File: src/lts_pkg.sv
package lts_pkg;

  localparam int MAX_WAYS  = 64;
  localparam int KEY_BITS  = 32;
  localparam int SRC_W     = $clog2(MAX_WAYS);
  localparam int KEY_W     = KEY_BITS;
  localparam int WAYS_W    = $clog2(MAX_WAYS) + 1;
  localparam int CFG_IDX_W = 1;

  // configuration register indexes
  localparam logic [CFG_IDX_W-1:0] CFG_ACTIVE_WAYS = 1'b0;
  localparam logic [CFG_IDX_W-1:0] CFG_DESCENDING  = 1'b1;

  localparam logic [WAYS_W-1:0] ACTIVE_WAYS_RST = WAYS_W'(MAX_WAYS);

  // request types
  localparam logic REQ_CLEAR  = 1'b0;
  localparam logic REQ_UPDATE = 1'b1;

  typedef struct packed {
    logic [SRC_W-1:0] winner_source;
    logic [KEY_W-1:0] winner_key;
    logic             winner_valid;
    logic             all_sources_done;
  } result_t;

  typedef enum logic [6:0] {
    S_INIT  = 7'b0000001,
    S_IDLE  = 7'b0000010,
    S_CLEAR = 7'b0000100,
    S_NODE  = 7'b0001000,
    S_CMP   = 7'b0010000,
    S_WREAD = 7'b0100000,
    S_DONE  = 7'b1000000
  } state_t;

endpackage

File: src/lts_if.sv
interface lts_req_if import lts_pkg::*; ();
  logic             valid;
  logic             ready;
  logic             req_type;
  logic [SRC_W-1:0] source_index;
  logic [KEY_W-1:0] new_key;
  logic             source_done;

  modport source (output valid, req_type, source_index, new_key, source_done, input ready);
  modport sink   (input valid, req_type, source_index, new_key, source_done, output ready);
endinterface

interface lts_rsp_if import lts_pkg::*; ();
  logic             valid;
  logic             ready;
  logic [SRC_W-1:0] winner_source;
  logic [KEY_W-1:0] winner_key;
  logic             winner_valid;
  logic             all_sources_done;

  modport source (output valid, winner_source, winner_key, winner_valid, all_sources_done,
                  input ready);
  modport sink   (input valid, winner_source, winner_key, winner_valid, all_sources_done,
                  output ready);
endinterface

interface lts_cfg_if import lts_pkg::*; ();
  logic                 valid;
  logic                 ready;
  logic [CFG_IDX_W-1:0] index;
  logic [WAYS_W-1:0]    data;

  modport source (output valid, index, data, input ready);
  modport sink   (input valid, index, data, output ready);
endinterface

File: src/lts_ram.sv
module lts_ram #(
  parameter int WIDTH = 8,
  parameter int DEPTH = 64
) (
  input  logic                     clk,
  input  logic                     we,
  input  logic [$clog2(DEPTH)-1:0] waddr,
  input  logic [WIDTH-1:0]         wdata,
  input  logic                     re,
  input  logic [$clog2(DEPTH)-1:0] raddr,
  output logic [WIDTH-1:0]         rdata
);

  logic [WIDTH-1:0] mem [DEPTH];

  always_ff @(posedge clk) begin
    if (we) begin
      mem[waddr] <= wdata;
    end
    if (re) begin
      rdata <= mem[raddr];
    end
  end

endmodule

File: src/lts_match.sv
module lts_match #(
  parameter int KEY_BITS = 32
) (
  input  logic [KEY_BITS-1:0] held_key,
  input  logic                held_done,
  input  logic [KEY_BITS-1:0] climb_key,
  input  logic                climb_done,
  input  logic                descending,
  output logic                stored_wins
);

  logic better;

  // strict compare, so equal keys leave the climbing source in front
  assign better = descending ? (held_key > climb_key) : (held_key < climb_key);

  // a done source loses to one that is not done; if both are done, the climbing source wins
  assign stored_wins = !held_done && (climb_done || better);

endmodule

File: src/loser_tree_merge_selector_core.sv
// Loser tree for a k-way merge. Each source has a head key and a done flag in a
// leaf memory, and each inner node of the tree keeps the source that lost the
// match played there, in a node memory. A clear item empties every inner node
// and the winner; an update item stores the source's key and flag and replays
// the path from its leaf toward the root, one level at a time: the node
// memory read returns the stored loser, then the leaf memory read returns that
// loser's key for the match. The climb passes up to log2 of active_ways levels
// (rounded up) and ends early at an empty node; a single-source update finishes
// straight from the idle state, an out-of-range source returns the stored
// winner or no winner if there is none, and a clear makes a pass over the node
// memory. After reset a pass over every address initializes both memories
// before the first item is accepted. One item is worked at a time; a finished
// result waits in an output register while the next item is taken in.
module loser_tree_merge_selector_core import lts_pkg::*; (
  input  logic          clk,
  input  logic          rst,
  lts_req_if.sink       req,
  lts_rsp_if.source     rsp,
  lts_cfg_if.sink       cfg
);

  localparam int IW     = $clog2(MAX_WAYS);
  localparam int NW     = IW + 1;
  localparam int NODE_W = IW + 1;
  localparam int LEAF_W = KEY_BITS + 1;

  localparam logic [NODE_W-1:0] NODE_EMPTY = {1'b1, {IW{1'b0}}};

  state_t               state;
  logic [WAYS_W-1:0]    active_ways;
  logic                 descending;
  logic [NW-1:0]        sweep_cnt;
  logic [IW-1:0]        parent;
  logic [IW-1:0]        climb_src;
  logic [KEY_BITS-1:0]  climb_key;
  logic                 climb_done;
  logic [IW-1:0]        held_src;
  logic [NODE_W-1:0]    winner_reg;
  result_t              res;
  result_t              rsp_res;
  logic                 rsp_valid;
  logic                 rsp_load;

  logic [NW-1:0]        n;
  logic [NW-1:0]        leaf_pos;
  logic [IW-1:0]        parent0;
  logic [IW-1:0]        np;
  logic                 in_range;
  logic                 single;
  logic                 sweep_last;

  logic                 leaf_we, leaf_re;
  logic [IW-1:0]        leaf_waddr, leaf_raddr;
  logic [LEAF_W-1:0]    leaf_wdata, leaf_rdata;
  logic                 node_we, node_re;
  logic [IW-1:0]        node_waddr, node_raddr;
  logic [NODE_W-1:0]    node_wdata, node_rdata;

  logic                 stored_wins;
  logic [IW-1:0]        nxt_src;
  logic [KEY_BITS-1:0]  nxt_key;
  logic                 nxt_done;

  lts_ram #(.WIDTH(LEAF_W), .DEPTH(MAX_WAYS)) u_leaf_ram (
    .clk   (clk),
    .we    (leaf_we),
    .waddr (leaf_waddr),
    .wdata (leaf_wdata),
    .re    (leaf_re),
    .raddr (leaf_raddr),
    .rdata (leaf_rdata)
  );

  lts_ram #(.WIDTH(NODE_W), .DEPTH(MAX_WAYS)) u_node_ram (
    .clk   (clk),
    .we    (node_we),
    .waddr (node_waddr),
    .wdata (node_wdata),
    .re    (node_re),
    .raddr (node_raddr),
    .rdata (node_rdata)
  );

  lts_match #(.KEY_BITS(KEY_BITS)) u_match (
    .held_key    (leaf_rdata[KEY_BITS-1:0]),
    .held_done   (leaf_rdata[KEY_BITS]),
    .climb_key   (climb_key),
    .climb_done  (climb_done),
    .descending  (descending),
    .stored_wins (stored_wins)
  );

  // ways in use, clamped to 1..MAX_WAYS
  always_comb begin
    if (active_ways == '0) begin
      n = NW'(1);
    end else if (32'(active_ways) > 32'(MAX_WAYS)) begin
      n = NW'(MAX_WAYS);
    end else begin
      n = NW'(active_ways);
    end
  end

  assign leaf_pos   = n + NW'(req.source_index);
  assign parent0    = leaf_pos[NW-1:1];
  assign np         = IW'(parent >> 1);
  assign in_range   = 32'(req.source_index) < 32'(n);
  assign single     = (n == NW'(1));
  assign sweep_last = (sweep_cnt == NW'(MAX_WAYS - 1));
  assign rsp_load   = (state == S_DONE) && (!rsp_valid || rsp.ready);

  assign nxt_src  = stored_wins ? held_src : climb_src;
  assign nxt_key  = stored_wins ? leaf_rdata[KEY_BITS-1:0] : climb_key;
  assign nxt_done = stored_wins ? leaf_rdata[KEY_BITS] : climb_done;

  assign req.ready = (state == S_IDLE);
  assign cfg.ready = 1'b1;

  assign rsp.valid            = rsp_valid;
  assign rsp.winner_source    = rsp_res.winner_source;
  assign rsp.winner_key       = rsp_res.winner_key;
  assign rsp.winner_valid     = rsp_res.winner_valid;
  assign rsp.all_sources_done = rsp_res.all_sources_done;

  // memory port control
  always_comb begin
    leaf_we    = 1'b0;
    leaf_waddr = sweep_cnt[IW-1:0];
    leaf_wdata = '0;
    leaf_re    = 1'b0;
    leaf_raddr = node_rdata[IW-1:0];
    node_we    = 1'b0;
    node_waddr = sweep_cnt[IW-1:0];
    node_wdata = NODE_EMPTY;
    node_re    = 1'b0;
    node_raddr = parent0;
    unique case (state)
      S_INIT: begin
        leaf_we = 1'b1;
        node_we = 1'b1;
      end
      S_CLEAR: begin
        node_we = 1'b1;
      end
      S_IDLE: begin
        if (req.valid && req.req_type == REQ_UPDATE) begin
          if (in_range) begin
            leaf_we    = 1'b1;
            leaf_waddr = IW'(req.source_index);
            leaf_wdata = {req.source_done, KEY_BITS'(req.new_key)};
            node_re    = !single;
          end else if (!winner_reg[IW]) begin
            leaf_re    = 1'b1;
            leaf_raddr = winner_reg[IW-1:0];
          end
        end
      end
      S_NODE: begin
        if (node_rdata[IW]) begin
          // empty node takes the climbing source and ends the climb
          node_we    = 1'b1;
          node_waddr = parent;
          node_wdata = {1'b0, climb_src};
        end else begin
          leaf_re    = 1'b1;
          node_re    = (np != '0);
          node_raddr = np;
        end
      end
      S_CMP: begin
        if (stored_wins) begin
          node_we    = 1'b1;
          node_waddr = parent;
          node_wdata = {1'b0, climb_src};
        end
      end
      default: ;
    endcase
  end

  always_ff @(posedge clk) begin
    if (rst) begin
      state       <= S_INIT;
      sweep_cnt   <= '0;
      winner_reg  <= NODE_EMPTY;
      active_ways <= ACTIVE_WAYS_RST;
      descending  <= 1'b0;
      rsp_valid   <= 1'b0;
    end else begin
      if (cfg.valid) begin
        unique case (cfg.index)
          CFG_ACTIVE_WAYS: active_ways <= cfg.data;
          CFG_DESCENDING:  descending  <= cfg.data[0];
          default: ;
        endcase
      end

      if (rsp_load) begin
        rsp_valid <= 1'b1;
      end else if (rsp.ready) begin
        rsp_valid <= 1'b0;
      end

      unique case (state)
        S_INIT: begin
          if (sweep_last) begin
            sweep_cnt <= '0;
            state     <= S_IDLE;
          end else begin
            sweep_cnt <= sweep_cnt + NW'(1);
          end
        end
        S_IDLE: begin
          if (req.valid) begin
            if (req.req_type == REQ_CLEAR) begin
              winner_reg <= NODE_EMPTY;
              state      <= S_CLEAR;
            end else if (!in_range) begin
              if (winner_reg[IW]) begin
                res   <= '0;
                state <= S_DONE;
              end else begin
                state <= S_WREAD;
              end
            end else if (single) begin
              winner_reg           <= '0;
              res.winner_source    <= '0;
              res.winner_key       <= KEY_W'(KEY_BITS'(req.new_key));
              res.winner_valid     <= 1'b1;
              res.all_sources_done <= req.source_done;
              state                <= S_DONE;
            end else begin
              climb_src  <= IW'(req.source_index);
              climb_key  <= KEY_BITS'(req.new_key);
              climb_done <= req.source_done;
              parent     <= parent0;
              state      <= S_NODE;
            end
          end
        end
        S_CLEAR: begin
          if (sweep_last) begin
            sweep_cnt <= '0;
            res       <= '0;
            state     <= S_DONE;
          end else begin
            sweep_cnt <= sweep_cnt + NW'(1);
          end
        end
        S_NODE: begin
          held_src <= node_rdata[IW-1:0];
          if (node_rdata[IW]) begin
            res   <= '0;
            state <= S_DONE;
          end else begin
            state <= S_CMP;
          end
        end
        S_CMP: begin
          climb_src  <= nxt_src;
          climb_key  <= nxt_key;
          climb_done <= nxt_done;
          parent     <= np;
          if (np == '0) begin
            // climb passed the root
            winner_reg           <= {1'b0, nxt_src};
            res.winner_source    <= SRC_W'(nxt_src);
            res.winner_key       <= KEY_W'(nxt_key);
            res.winner_valid     <= 1'b1;
            res.all_sources_done <= nxt_done;
            state                <= S_DONE;
          end else begin
            state <= S_NODE;
          end
        end
        S_WREAD: begin
          res.winner_source    <= SRC_W'(winner_reg[IW-1:0]);
          res.winner_key       <= KEY_W'(leaf_rdata[KEY_BITS-1:0]);
          res.winner_valid     <= 1'b1;
          res.all_sources_done <= leaf_rdata[KEY_BITS];
          state                <= S_DONE;
        end
        S_DONE: begin
          if (rsp_load) begin
            rsp_res <= res;
            state   <= S_IDLE;
          end
        end
        default: state <= S_INIT;
      endcase
    end
  end

  a_no_winner_zero: assert property (@(posedge clk) disable iff (rst)
    (rsp.valid && !rsp.winner_valid) |->
      (rsp.winner_source == '0 && rsp.winner_key == '0 && !rsp.all_sources_done))
    else $error("no-winner item carries nonzero fields");

  a_empty_only_in_sweep: assert property (@(posedge clk) disable iff (rst)
    (node_we && state != S_INIT && state != S_CLEAR) |-> !node_wdata[IW])
    else $error("replay wrote an empty marker into a node");

  a_rsp_from_done: assert property (@(posedge clk) disable iff (rst)
    $rose(rsp_valid) |-> $past(state == S_DONE))
    else $error("result raised outside the done state");

  a_cmp_after_node: assert property (@(posedge clk) disable iff (rst)
    (state == S_CMP) |-> $past(state == S_NODE && !node_rdata[IW]))
    else $error("match played without a filled node read");

endmodule
File: src/flat_wrapper.sv
// flat-port wrapper written by rule: the top's interface ports become plain ports
module loser_tree_merge_selector_core_flat import lts_pkg::*;
  (clk, rst, req_valid, req_req_type, req_source_index, req_new_key, req_source_done, req_ready, rsp_valid, rsp_winner_source, rsp_winner_key, rsp_winner_valid, rsp_all_sources_done, rsp_ready, cfg_valid, cfg_index, cfg_data, cfg_ready);
  lts_req_if req_i ();
  lts_rsp_if rsp_i ();
  lts_cfg_if cfg_i ();
  input  logic clk;
  input  logic rst;
  input wire logic [$bits(req_i.valid)-1:0] req_valid;
  input wire logic [$bits(req_i.req_type)-1:0] req_req_type;
  input wire logic [$bits(req_i.source_index)-1:0] req_source_index;
  input wire logic [$bits(req_i.new_key)-1:0] req_new_key;
  input wire logic [$bits(req_i.source_done)-1:0] req_source_done;
  output wire logic [$bits(req_i.ready)-1:0] req_ready;
  output wire logic [$bits(rsp_i.valid)-1:0] rsp_valid;
  output wire logic [$bits(rsp_i.winner_source)-1:0] rsp_winner_source;
  output wire logic [$bits(rsp_i.winner_key)-1:0] rsp_winner_key;
  output wire logic [$bits(rsp_i.winner_valid)-1:0] rsp_winner_valid;
  output wire logic [$bits(rsp_i.all_sources_done)-1:0] rsp_all_sources_done;
  input wire logic [$bits(rsp_i.ready)-1:0] rsp_ready;
  input wire logic [$bits(cfg_i.valid)-1:0] cfg_valid;
  input wire logic [$bits(cfg_i.index)-1:0] cfg_index;
  input wire logic [$bits(cfg_i.data)-1:0] cfg_data;
  output wire logic [$bits(cfg_i.ready)-1:0] cfg_ready;
  assign req_i.valid = req_valid;
  assign req_i.req_type = req_req_type;
  assign req_i.source_index = req_source_index;
  assign req_i.new_key = req_new_key;
  assign req_i.source_done = req_source_done;
  assign req_ready = req_i.ready;
  assign rsp_valid = rsp_i.valid;
  assign rsp_winner_source = rsp_i.winner_source;
  assign rsp_winner_key = rsp_i.winner_key;
  assign rsp_winner_valid = rsp_i.winner_valid;
  assign rsp_all_sources_done = rsp_i.all_sources_done;
  assign rsp_i.ready = rsp_ready;
  assign cfg_i.valid = cfg_valid;
  assign cfg_i.index = cfg_index;
  assign cfg_i.data = cfg_data;
  assign cfg_ready = cfg_i.ready;
  loser_tree_merge_selector_core u_core (.clk(clk), .rst(rst), .req(req_i), .rsp(rsp_i), .cfg(cfg_i));
endmodule
File: config.mk
export PLATFORM = sky130hd
export DESIGN_NAME = loser_tree_merge_selector_core_flat
export DESIGN_NICKNAME = d
export VERILOG_FILES = /design/src/lts_pkg.sv /design/src/lts_if.sv /design/src/lts_ram.sv /design/src/lts_match.sv /design/src/loser_tree_merge_selector_core.sv /design/src/flat_wrapper.sv
export SDC_FILE = /design/constraint.sdc
export NUM_CORES = 2
export LEC_CHECK = 0
export BUFFER_PORTS_ARGS = -buffer_cell sky130_fd_sc_hd__buf_4
export CORE_AREA = 2 2 357 712
export CTS_BUF_LIST = sky130_fd_sc_hd__clkbuf_8
export CTS_CLUSTER_SIZE = 8
export DETAILED_ROUTE_END_ITERATION = 16
export DIE_AREA = 0 0 359 714
export GPL_TIMING_DRIVEN = 0
export SLEW_MARGIN = 20
export SYNTH_ARGS = -nofsm -noshare
export SYNTH_HDL_FRONTEND = slang
export SYNTH_SLANG_ARGS = --single-unit
File: constraint.sdc
create_clock -name clk -period 6.3 [get_ports clk]
set_input_delay 1.26 -clock clk [delete_from_list [all_inputs] [get_ports clk]]
set_output_delay 1.26 -clock clk [all_outputs]
set_load 0.05 [all_outputs]
Word-level counts from Yosys, hierarchy flattened

Memory sizes are Yosys's and may differ from the RTL's. A register that Yosys moved wholly into a read port is not among the register bits.
Index checks and enable logic that the tools add are counted.

$add $sub $neg: 2
$mul: 0
Divide/modulo/power cells: 0
Magnitude comparators: 4
Eq/ne operators: 22
Shifts and indexed selects: 0
Mux-type cells: 92
Bitwise operators: 2
Reductions and logical operators: 23

Operators by type and width:

| kind                                                                   | count |
|---|---|
| 40-bit 2-to-1 mux                                                      | 8 |
| 40-bit one-hot mux with 5 select lines                                 | 1 |
| 32-bit 2-to-1 mux                                                      | 5 |
| 7-bit 2-to-1 mux                                                       | 20 |
| 6-bit 2-to-1 mux                                                       | 20 |
| 33-bit 2-to-1 mux                                                      | 3 |
| 32-bit one-hot mux with 2 select lines                                 | 1 |
| 7-bit one-hot mux with 7 select lines                                  | 1 |
| 6-bit one-hot mux with 2 select lines                                  | 3 |
| 32-bit > comparator                                                    | 1 |
| 32-bit < comparator                                                    | 1 |
| 7-bit one-hot mux with 2 select lines                                  | 2 |
| 1-bit 2-to-1 mux                                                       | 23 |
| 7-bit by 1-bit equality test with 1-bit output (second input constant) | 2 |
| 7-bit by 6-bit equality test with 1-bit output (second input constant) | 2 |
| 2-bit by 1-bit != test with 1-bit output (second input constant)       | 5 |
| 9-bit AND reduction                                                    | 1 |
| 2-bit != test (second input constant)                                  | 4 |
| 1-bit one-hot mux with 2 select lines                                  | 4 |
| 7-bit by 1-bit adder with 7-bit output (second input constant)         | 1 |
| 7-bit by 6-bit adder with 7-bit output                                 | 1 |
| 7-bit by 2-bit equality test with 1-bit output (second input constant) | 1 |
| 7-bit by 3-bit equality test with 1-bit output (second input constant) | 1 |
| 7-bit by 4-bit equality test with 1-bit output (second input constant) | 1 |
| other kinds (23)                                                       | 33 |

Register bits: 161
Latch bits: 0
Memory bits (writable): 2560
ROM bits: 0
Bits of input ports: 53
Output and inout bits: 43
Logic and storage cells: 166
Memories: 2

Memories:

| memory                | depth | width | rd ports | clocked after Yosys merged registers in | write ports | line          | text |
|---|---|---|---|---|---|---|---|
| u_core.u_leaf_ram.mem | 64    | 33    | 1        | 1                                       | 1           | lts_ram.sv:14 | `logic [WIDTH-1:0] mem [DEPTH];` |
| u_core.u_node_ram.mem | 64    | 7     | 1        | 1                                       | 1           | lts_ram.sv:14 |  |

Depth between registers and ports, before layout

Depth in word-level cells: 9
Gate-level depth with buffers: 19
Depth with buffers taken out: 13

By module

Synthesis repeated with hierarchy kept, for this count alone.

Cell total of the unflattened synthesis: 5256
Area, all modules: 107894.7 um2

Modules (own cells, without submodules):

| module                         | times used | cells an instance | area each (um2) | sequential area each (um2) |
|---|---|---|---|---|
| lts_ram at u_core.u_leaf_ram   | 1          | 3610              | 81424.3         | 64411.8 |
| lts_ram at u_core.u_node_ram   | 1          | 827               | 17705.7         | 13663.1 |
| loser_tree_merge_selector_core | 1          | 704               | 7945.1          | 4534.3 |
| lts_match                      | 1          | 115               | 819.5           | 0.0 |

Worst setup path before layout

Ideal clock, no wire load.

Path kind: input -> register
From: input req_source_index[4]
To: register u_core.climb_done (enable)
Setup time: 0.462 ns
Arrival: 5.125 ns
Data required time: 5.838 ns
Setup slack: 0.713 ns
Stages on the path: 8
Buffers on the path: 1
Path through: ha_1 -> and4b_1 -> and4_1 -> a211oi_4 -> clkbuf_1 -> nor2b_1 -> nand2_1 -> a21oi_1

Cells in the longest elaborated chain, start to end: 3

RTL lines:

| item                                                      | line                                  | text |
|---|---|---|
| from (decl)                                               | flat_wrapper.sv:11                    | `input wire logic [$bits(req_i.source_index)-1:0] req_source_index;` |
| 6-bit by 7-bit < comparator with 1-bit output             | loser_tree_merge_selector_core.sv:107 | `assign in_range = 32'(req.source_index) < 32'(n);` |
| 2-bit by 1-bit != test with 1-bit output (no source line) | --                                    |  |
| 6-bit AND reduction (no source line)                      | --                                    |  |
| to (signal assigned)                                      | loser_tree_merge_selector_core.sv:235 | `climb_done <= req.source_done;` |
| to (signal assigned)                                      | loser_tree_merge_selector_core.sv:262 | `climb_done <= nxt_done;` |
| to (decl)                                                 | loser_tree_merge_selector_core.sv:36  | `logic climb_done;` |

No other way between the ends.
A chain may end at the register's enable or synchronous reset.

Worst setup path after layout

From: register u_core.active_ways[6]
To: register u_core.u_leaf_ram.rdata[11] (read register of u_core.u_leaf_ram.mem), data pin

Cells in the longest elaborated chain, start to end: 7
Elaborated cells on any way between the ends: 11
Classes of those cells: order compare: 2; mux: 8; reduce/logical: 1

RTL lines:

| item                                                                      | line                                  | text |
|---|---|---|
| from (decl)                                                               | loser_tree_merge_selector_core.sv:30  | `logic [WAYS_W-1:0] active_ways;` |
| from (signal assigned)                                                    | loser_tree_merge_selector_core.sv:192 | `CFG_ACTIVE_WAYS: active_ways <= cfg.data;` |
| 7-bit > comparator                                                        | loser_tree_merge_selector_core.sv:97  | `end else if (32'(active_ways) > 32'(MAX_WAYS)) begin` |
| 7-bit 2-to-1 mux                                                          | loser_tree_merge_selector_core.sv:97  |  |
| 7-bit 2-to-1 mux *                                                        | loser_tree_merge_selector_core.sv:95  | `if (active_ways == '0) begin` |
| 6-bit by 7-bit < comparator with 1-bit output *                           | loser_tree_merge_selector_core.sv:107 |  |
| 1-bit 2-to-1 mux or 6-bit 2-to-1 mux (tied branches)                      | loser_tree_merge_selector_core.sv:147 | `if (in_range) begin` |
| 1-bit 2-to-1 mux or 6-bit 2-to-1 mux (tied branches)                      | loser_tree_merge_selector_core.sv:146 | `if (req.valid && req.req_type == REQ_UPDATE) begin` |
| 1-bit one-hot mux with 2 select lines or 6-bit 2-to-1 mux (tied branches) | loser_tree_merge_selector_core.sv:137 | `unique case (state)` |
| to (decl)                                                                 | lts_ram.sv:11                         | `output logic [WIDTH-1:0] rdata` |

Every way passes the cells marked *; elsewhere a longest branch is shown, timed or not.

==> impl_metrics.tcl <==
set metrics [dict create \
    synthFlopType "edfxtp_1" \
    path_class "reg -> reg" \
    path_cells "clkbuf_2 > nand2b_1 > ha_1 > and4b_1 > a21boi_1 > a211oi_4 > or3_1 > buf_6 > mux2i_4 > buf_12 > buf_4 > nor2_1 > clkbuf_1 > clkbuf_1 > a32oi_1 > a31oi_1 > o2111ai_1" \
    path_clk_slew_ns 0.07 \
    place_area_um2 119000 \
    arrival_ns 6.94 \
    cts_tree "done" \
    die_y_um 714 \
    synth_commonest_cells "edfxtp_1 (2731), nand2_1 (1064), mux2i_1 (632)" \
    vdd_drop_max_v 0.000169 \
    hold_buffers 0 \
    synth_area_per_cell_um2 15.7 \
    cp_slowest_cell "clkbuf_1" \
    fmax_ghz 0.159 \
    gr-total-overflow 0 \
    largest_reg_flops 2112 \
    gp_congestion 1.03 \
    drv_slew 0 \
    cp.required_ns 6.96 \
    insertion_delay_ns 1.05 \
    p_comb_frac 0.056 \
    grt_pass1_wl_mm 543 \
    setup_viol 0 \
    dr.pass1.iters 13 \
    hold_violations 0 \
    cp_num_buf_inv 6 \
    clock_power_share 0.354 \
    drt-initial-drc-count 7733 \
    drtAntennaViolNets 0 \
    yosys_warnings 0 \
    tightest_slew_ns 1.23 \
    p_per_area_nw_per_um2 277 \
    core-area_um2 251000 \
    r2r_slack_ns 0.01 \
    clock_skew_ns 0.0851 \
    drv_cap 0 \
    syn_inst 7005 \
    layout.nets 7788 \
    synth_nets 7102 \
    numPortBuffers 93 \
    holdPathStages 0 \
    intPower_mw 26.7 \
    yosys.cell_count.top_type "edfxtp_1" \
    fin_area_um2 125000 \
    relSlewSlack 0.181 \
    fin_crit_ns 6.29 \
    synthesis.area_um2 110000 \
    synth-edff-count 2731 \
    crit_path_end_kind "register" \
    status "completed" \
    synth_top_area_share 0.748 \
    num_vias 68608 \
    drc 0 \
    ys_ff_latch 2761 \
    io_pins 96 \
    grt_max_degree 67 \
    grt_pass1_vias 69443 \
    synth.distinct_cells 75 \
    antenna_found_initial 26 \
    grtUsageTotal 0.307 \
    die_area_um2 256000 \
    cp_common_cell "clkbuf_1" \
    path_depth 17 \
    yosysTopAreaCell "edfxtp_1" \
    start_util 0.437 \
    startpoint_type "register" \
    cts_buffer_depth 4 \
    areaGrowthSynthToFinish_pct 14.4 \
    dp_hpwl_mm 283 \
    drt-total-wl_mm 399 \
    switchingPower_mw 8.09 \
    synthTopCellsByArea "edfxtp_1 (75%), mux2i_1 (5.8%), nand2_1 (3.6%)" \
    r2r_cells 17 \
    power_switching_share 0.233 \
    leakage_nw 43.0 \
    routed_via_density 6.20 \
    timing.final.crit_share 0.998 \
    row_count 260 \
    p_total_mw 34.8 \
    cts.root.buffer_cell "clkbuf_8" \
    numCtsBuffers 395 \
    die_x_um 359 \
    final.setup.tns_ns 0 \
    cp_max_fo 10 \
    ys_seq_area_frac 0.753 \
    cts.htree.levels 5 \
    top_register "u_core.u_leaf_ram.mem" \
    routedWlPerCell_um 36.1 \
    drive_above_1_share 0.158 \
    slowest_delay_ns 0.73 \
    critPathTopFamily "buffers and inverters" \
    top_regs "u_core.u_leaf_ram.mem (2112), u_core.u_node_ram.mem (448), u_core.res (40)" \
    clkSinkCount 2761 \
    ys_async_sr_fraction 0 \
    min_path_type "reg -> reg" \
    seqPwrFrac 0.589 \
]
repair_timing:
| action | in CTS | in global routing |
|---|---|---|
| endpoints found under the setup margin | 23 | 35 |
| gates resized for setup | 38 | 41 |
| buffers inserted | 2 | 3 |
| pin swaps | 0 | 14 |
cells by family after synthesis:
group | share of synthesized area
flops | 0.753
simple gates | 0.0765
compound gates | 0.0649
mux | 0.0800
buf+inv | 0.0196
fa+ha+maj | 0.00509
xor+xnor | 0.000639
other cells | 0.0000342
cell usage in the layout, fill, tap and decap left out, types with 148 or more instances in the layout:
cell,count
nand2_1,1063
clkbuf_1,177
edfxtp_1,2731
o22ai_1,269
buf_2,159
a21oi_1,169
clkbuf_8,404
nand3_1,283
buf_4,148
mux2i_1,628
final cells by class:
cell class	count	area, µm²
diodes	9	22.5
well taps	3275	4100
clock inverters	83	408
plain buffers	429	2040
flip-flops and latches	2761	82600
clock buffers	404	5560
fillers	20838	125000
inverters	47	176
repair buffers	289	4560
multi-input cells	3768	26000
final timing paths:
kind	start	end
max reg2reg	u_core.active_ways[6]$_SDFFE_PP1P_	u_core.u_leaf_ram.rdata[11]$_DFFE_PP_
max	u_core.active_ways[6]$_SDFFE_PP1P_	u_core.u_leaf_ram.rdata[11]$_DFFE_PP_
min reg2reg	u_core.res[28]$_DFFE_PP_	u_core.rsp.winner_key[26]$_DFFE_PP_
min	u_core.res[28]$_DFFE_PP_	u_core.rsp.winner_key[26]$_DFFE_PP_
worst register-to-register path, delay by kind of cell (launching register included):
family	cells	cell delay [ns]
buf+inv	6	2.14
mux	1	0.28
simple gates	4	1.38
compound gates	5	1.43
flops	1	0.33
fa+ha+maj	1	0.38
power groups by stage:
stage	combinational [mW]	sequential, mW	clock [mW]
6_report	1.96	20.5	12.3
3_3_place_gp	1.59	20.9	0
3_5_place_dp	1.91	20.9	0
5_1_grt	2.00	20.5	13.1
4_1_cts	1.92	20.5	12.4
2_1_floorplan	0.873	20.9	0
metrics by stage:
stage	setup WS (ns)	hold slack [ns]	util	std cells
6_report	0.0136	0.397	0.500	11065
5_1_grt	-0.00736	0.390	0.500	11058
4_1_cts	-0.0906	0.377	0.499	11052
3_5_place_dp	-1.34	0.406	0.475	10563
3_3_place_gp	-2.25	0.402	0.456	10373
2_1_floorplan	0.713	0.400	-	7005
layer usage:
metal | GRT usage | up-vias | part of all wire
li1 | - | 28481 | -
met1 | 0.297 | 34798 | 0.30
met2 | 0.547 | 3955 | 0.51
met3 | 0.0629 | 1348 | 0.074
met4 | 0.281 | 26 | 0.11
met5 | 0 | - | 0.00043
(Power assumes the default switching activity.)
